File: config.mk
export PLATFORM = sky130hd
export DESIGN_NAME = fpa_fifo
export DESIGN_NICKNAME = d
export VERILOG_FILES = /design/src/rtl/core/fixed_point_17_14_alu_assert.svh /design/src/rtl/core/fpa_fifo.sv
export SDC_FILE = /design/constraint.sdc
export NUM_CORES = 1
export LEC_CHECK = 0
export BUFFER_PORTS_ARGS = -buffer_cell sky130_fd_sc_hd__buf_4
export CAP_MARGIN = 10
export CELL_PAD_IN_SITES_DETAIL_PLACEMENT = 1
export CELL_PAD_IN_SITES_GLOBAL_PLACEMENT = 1
export CORE_ASPECT_RATIO = 1.2
export CORE_MARGIN = 4
export CORE_UTILIZATION = 37
export DETAILED_ROUTE_END_ITERATION = 10
export HOLD_SLACK_MARGIN = 0.06
export MAX_ROUTING_LAYER = met4
export PLACE_DENSITY_LB_ADDON = 0.1
export RECOVER_POWER = 50
export SLEW_MARGIN = 25
export SYNTH_ARGS = -nofsm -noshare
export SYNTH_HDL_FRONTEND = slang
export SYNTH_SLANG_ARGS = --single-unit
File: constraint.sdc
create_clock -name clk -period 2.78 [get_ports clk]
set_clock_uncertainty 0.2 [all_clocks]
set_input_delay 0.139 -clock clk [delete_from_list [all_inputs] [get_ports clk]]
set_output_delay 0.139 -clock clk [all_outputs]
set_load 0.01 [all_outputs]
File: src/rtl/core/fixed_point_17_14_alu_assert.svh
// ----------------------------------------------------------------------------
// fixed_point_17_14_alu_assert
// Assertion macros for the fixed-point ALU, empty when synthesized.
// ----------------------------------------------------------------------------
`ifndef FIXED_POINT_17_14_ALU_ASSERT_SVH
`define FIXED_POINT_17_14_ALU_ASSERT_SVH
`ifndef SYNTHESIS
`define FPA_ASSERT_IMP(lbl, clk, rst_n, ante, cons) \
  lbl: assert property (@(posedge clk) disable iff (!rst_n) (ante) |-> (cons)) \
    else $error("assertion failed");
`define FPA_ASSERT_NXT(lbl, clk, rst_n, ante, cons) \
  lbl: assert property (@(posedge clk) disable iff (!rst_n) (ante) |=> (cons)) \
    else $error("assertion failed");
`else
`define FPA_ASSERT_IMP(lbl, clk, rst_n, ante, cons)
`define FPA_ASSERT_NXT(lbl, clk, rst_n, ante, cons)
`endif
`endif

File: src/rtl/core/fpa_fifo.sv
// ----------------------------------------------------------------------------
// fpa_fifo
// Small synchronous queue of classified or finished words.
// ----------------------------------------------------------------------------
module fpa_fifo #(
  parameter int W = 8,
  parameter int DEPTH = 4
) (
  input  logic         clk,
  input  logic         rst_n,
  input  logic         push,
  input  logic [W-1:0] din,
  output logic         full,
  input  logic         pop,
  output logic [W-1:0] dout,
  output logic         empty,
  output logic [$clog2(DEPTH+1)-1:0] count
);
  localparam int AW = $clog2(DEPTH);
  logic [W-1:0] mem_r [DEPTH];
  logic [AW-1:0] wp_r, rp_r;
  logic [$clog2(DEPTH+1)-1:0] cnt_r;
  logic do_push, do_pop;

  assign full = (cnt_r == ($clog2(DEPTH+1))'(DEPTH));
  assign empty = (cnt_r == '0);
  assign dout = mem_r[rp_r];
  assign count = cnt_r;
  assign do_push = push && !full;
  assign do_pop = pop && !empty;

  always_ff @(posedge clk) begin
    if (do_push) begin
      mem_r[wp_r] <= din;
    end
    if (!rst_n) begin
      wp_r <= '0;
      rp_r <= '0;
      cnt_r <= '0;
    end else begin
      if (do_push) wp_r <= (wp_r == AW'(DEPTH - 1)) ? '0 : wp_r + 1'b1;
      if (do_pop) rp_r <= (rp_r == AW'(DEPTH - 1)) ? '0 : rp_r + 1'b1;
      cnt_r <= cnt_r + (do_push ? 1'b1 : 1'b0) - (do_pop ? 1'b1 : 1'b0);
    end
  end
endmodule

Word level (Yosys, flattened, before mapping):

Memory sizes are Yosys's and may differ from the RTL's. A register that Yosys moved wholly into a read port is not among the register bits.
Cells that the tools add are included.

* input port bits: 12
* memories: 1
* output and inout bits: 13
* memory bits (writable): 32
* register bits: 7

Memories
* mem_r: depth 4, bits a word 8, read ports 1, clocked after Yosys merged registers in 1, wr ports 1, line fpa_fifo.sv:20 `logic [W-1:0] mem_r [DEPTH];`

* multiplexer cells: 8
* eq/ne operators: 3
* $add $sub $neg: 4
* reductions and logical operators: 5

Operator list (number)
* $mux W2: 4
* $add A2 B1 Y2 const B: 2
* $eq A2 B2 Y1 const B: 2
* $mux W1: 4
* $add A3 B1 Y3: 1
* $eq A3 B3 Y1 const B: 1
* $logic_not A3 Y1: 1
* $sub A3 B1 Y3: 1
* $logic_and A1 B1 Y1: 2
* $logic_not A1 Y1: 2

Longest topological paths before layout:

* word-level depth: 6
* gate-level depth with buffers: 11
* mapped depth without buffers: 10

Worst setup path before layout:

Ideal clock, no wire load.

* path kind: register -> register
* start: reg cnt_r[1] (netlist: count[1])
* end: reg cnt_r[2] (netlist: count[2])
* path buffers: 1
* clock period less this slack: 2.376 ns
* cell stages (with the launch flop): 12
* required time: 2.465 ns
* slack: 0.404 ns
* setup time: 0.115 ns
* data arrival time: 2.061 ns
* cell sequence: dfxtp_1 nor3b_4 nor2b_2 buf_6 inv_1 ha_1 inv_1 ha_1 fa_1 xnor2_1 xnor2_1 and2_1

* longest elaborated chain between the ends: 6

Ends and longest elaborated chain
* from (decl): line fpa_fifo.sv:22 `logic [$clog2(DEPTH+1)-1:0] cnt_r;`
* from (signal assigned): line fpa_fifo.sv:43 `cnt_r <= cnt_r + (do_push ? 1'b1 : 1'b0) - (do_pop ? 1'b1 : 1'b0);`
* $eq A3 B3 Y1: line fpa_fifo.sv:25 `assign full = (cnt_r == ($clog2(DEPTH+1))'(DEPTH));`
* net full: line fpa_fifo.sv:13 `output logic full,`
* $logic_not A1 Y1: line fpa_fifo.sv:29 `assign do_push = push && !full;`
* $logic_and A1 B1 Y1: line fpa_fifo.sv:29
* $mux W1: line fpa_fifo.sv:43
* $add A3 B1 Y3: line fpa_fifo.sv:43
* $sub A3 B1 Y3: line fpa_fifo.sv:43

The timed path passes the listed nets, and every way through them passes these cells.
A chain may end at the register's enable or synchronous reset.

Final worst setup path:

* start: reg cnt_r[1] (netlist: count[1])
* end: reg cnt_r[2] (netlist: count[2])

* longest elaborated chain between the ends: 6

Ends and longest elaborated chain (line)
* $eq A3 B3 Y1: fpa_fifo.sv:25
* $logic_not A1 Y1: fpa_fifo.sv:29
* $logic_and A1 B1 Y1: fpa_fifo.sv:29
* $mux W1: fpa_fifo.sv:43
* $add A3 B1 Y3: fpa_fifo.sv:43
* $sub A3 B1 Y3 *: fpa_fifo.sv:43

Every way passes the cells marked *; elsewhere a longest branch is shown, timed or not.

==> flow_metrics.env <==
export IMPL_die_w_um=69.1
export IMPL_ys_seq_area_share_pct=68.8
export IMPL_num_rows=26
export IMPL_post_route_min_period_ps=2430
export IMPL_crit_path_start_kind="flop"
export IMPL_die_h_um=81.4
export IMPL_synth_top_family_by_area="multiplexers"
export IMPL_vias_per_cell=4.71
export IMPL_swShare_pct=28.5
export IMPL_synthCells=95
export IMPL_pin_count=25
export IMPL_dieArea_sq_um=5620
export IMPL_cts_tree="done"
export IMPL_fin_nets=153
export IMPL_wirelength_mm=2.98
export IMPL_gp_congestion=0.675
export IMPL_timing_fmax_mhz=411
export IMPL_p_leak_nw=0.720
export IMPL_p_per_area_nw_per_um2=812
export IMPL_ys_types=21
export IMPL_syn_num_nets=115
export IMPL_synth_area_mux_share_pct=12.1
export IMPL_antenna_left=0
export IMPL_drive_gt1_share_pct=23.1
export IMPL_ys_warn_count=0
export IMPL_cts_made_buffers=5
export IMPL_initial_utilization_pct=38.6
export IMPL_portBuffers=24
export IMPL_placeableCoreArea_sq_um=4290
export IMPL_synth_adder_area_share_pct=6.49
export IMPL_htreeDepth=2
export IMPL_clock_sinks=41
export IMPL_placed_cells=172
export IMPL_drt_initial_drc_count=26
export IMPL_min_path_type="in2reg"
export IMPL_vias=894
export IMPL_worst_slew_pin_slew_ps=569
export IMPL_clk_path_buf_depth=2
export IMPL_gr_total_overflow=0
export IMPL_setup_violations=0
export IMPL_synth_xor_area_share_pct=1.06
export IMPL_status="completed"
export IMPL_switching_power_uw=466
export IMPL_grt_pass1_wl_mm=4.95
export IMPL_nFillCells=443
export IMPL_gr_usage_all_layers_pct=12.0
export IMPL_ys_ff_latch=41
export IMPL_clk_pin_slew_worst_paths_ps=70
export IMPL_timing_setup_tns_ps=0
export IMPL_arrival_ps=2410
export IMPL_final_cell_count_no_fill=190
export IMPL_diodes=0
export IMPL_ir_drop_mv=0.342
export IMPL_drc_errors=0
export IMPL_synthesis_area_sq_um=1660
export IMPL_cp_end_kind="flop"
export IMPL_clock_latency_ps=280
export IMPL_timing_final_max_slew_violations=0
export IMPL_synth_compound_area_share_pct=1.36
export IMPL_maxSlewHeadroom_pct=62.0
export IMPL_clkPwrFrac_pct=22.2
export IMPL_routedWlPerCell_um=15.7
export IMPL_min_period_over_period_pct=87.5
export IMPL_grt_max_degree=13
export IMPL_cp_max_fo=5
export IMPL_worstPathRequired_ps=2760
export IMPL_grt_pass1_vias=1014
export IMPL_synthToLayoutAreaGrowth_pct=21.3
export IMPL_drt_pass1_iterations=4
export IMPL_hold_violations=0
export IMPL_fin_util_pct=46.9
export IMPL_p_int_mw=1.17
export IMPL_syn_area_per_cell_sq_um=17.5
export IMPL_dpl_instance_area_sq_um=1890
export IMPL_synthSimpleGateAreaFrac_pct=7.24
export IMPL_rsz0062_at_grt="false"
export IMPL_dp_hpwl_mm=2.16
export IMPL_comb_power_share_pct=26.8
export IMPL_critPathKind="reg2reg"
export IMPL_p_seq_share_pct=51.0
export IMPL_ctsRootBufferMaster="clkbuf_8"
export IMPL_post_cts_buffers=0
export IMPL_final_area_sq_um=2010
export IMPL_timing_max_cap_violations=0
export IMPL_grt_antenna_before_repair=0
## kinds of logic (layout without fill, tap and decap cells)
logic type / count (synthesis) / count (layout)
flip-flops: 41 / 41
AO/OA/AOI/OAI: 3 / 3
XOR/XNOR: 2 / 2
AND/OR/NAND/NOR: 20 / 20
adder cells (fa/ha/maj): 8 / 8
multiplexers: 10 / 10
buffers and inverters: 11 / 50
## critical path, stage by stage (launching register included)
cell	delay [ps]
dfxtp_1	350
o31ai_2	380
inv_1	90
ha_1	290
inv_1	40
ha_1	180
fa_1	380
xnor2_1	150
xnor2_1	120
and2_1	150
## final timing paths
kind | from | end | slack [ps] | cells past startpoint
worst max-delay path | count[1] | count[2] | 350 | 9
worst min-delay path | push | wp_r[0] | 260 | 4
worst max register to register | count[1] | count[2] | 350 | 9
worst min register to register | wp_r[1] | wp_r[1] | 300 | 2
## repair_timing
| action | in CTS | in global routing |
|---|---|---|
| gates resized for setup | 0 | 0 |
| hold buffers | 10 | 0 |
| endpoints found under the hold margin | 41 | 0 |
## routing by layer
metal	track usage [%]	vias up	part of all wire (%)	wire, um
met5	-	-	0	0
met4	3.52	0	1.2	37
met3	3.47	5	5.0	148
met2	21.3	26	55	1650
met1	13.2	440	38	1150
li1	-	423	-	-
## stage by stage
step	total power [mW]	setup slack, ps	hold slack [ps]
after global placement	1.32	391	138
after floorplan	1.13	404	37.9
after CTS	1.71	300	127
after global routing	1.74	196	303
final	1.63	348	262
after detailed placement	1.33	310	147
## power by group through the flow
stage | combinational [mW] | clock [mW] | sequential [mW]
2_1_floorplan | 0.313 | 0 | 0.813
3_3_place_gp | 0.466 | 0 | 0.850
3_5_place_dp | 0.475 | 0 | 0.857
4_1_cts | 0.488 | 0.382 | 0.844
5_1_grt | 0.487 | 0.403 | 0.851
6_report | 0.438 | 0.362 | 0.833
## layout make-up
class / count / area [sq um] / share of cell area, %
well taps: 56 / 70.1 / 3.48
clock inverters: 2 / 10.0 / 0.498
repair buffers: 35 / 235 / 11.7
clock buffers: 6 / 72.6 / 3.61
inverters: 7 / 26.3 / 1.31
multi-input cells: 43 / 457 / 22.7
flip-flops and latches: 41 / 1140 / 56.7
## synthesized netlist by cell type
library cell / number / area, sq um
mux4_2: 8 / 180
xnor2_1: 2 / 17.5
nor2b_2: 1 / 8.76
and2_2: 3 / 22.5
and2_1: 4 / 25.0
buf_2: 1 / 5.00
edfxtp_1: 32 / 961
dfxtp_1: 9 / 180
nor2_1: 2 / 7.51
nor3_1: 1 / 5.00
nand2_1: 6 / 22.5
inv_1: 7 / 26.3
o21ai_0: 2 / 10.0
nand3_1: 2 / 10.0
nor3b_4: 1 / 18.8
o31ai_2: 1 / 12.5
buf_6: 1 / 11.3
fa_1: 1 / 20.0
ha_1: 7 / 87.6
clkbuf_1: 2 / 7.51
mux2i_1: 2 / 20.0
## flip-flops by register name (all words and copies together) (netlist names), named ones only
signal / count
mem_r: 32
count: 3
rp_r: 2
wp_r: 2
## layout by cell type, fill, tap and decap left out
master and n:
and2_1 4, and2_2 3, buf_4 11, clkbuf_1 15
clkbuf_8 5, clkinv_2 2, dfxtp_1 9, dlygate4sd3_1 10
edfxtp_1 32, fa_1 1, ha_1 7, inv_1 7
mux2i_1 2, mux4_2 8, nand2_1 6, nand3_1 2
nor2_1 2, nor2b_2 1, nor3_1 1, nor3b_1 1
o21ai_0 2, o31ai_2 1, xnor2_1 2
Power figures use the tool's default switching activity.
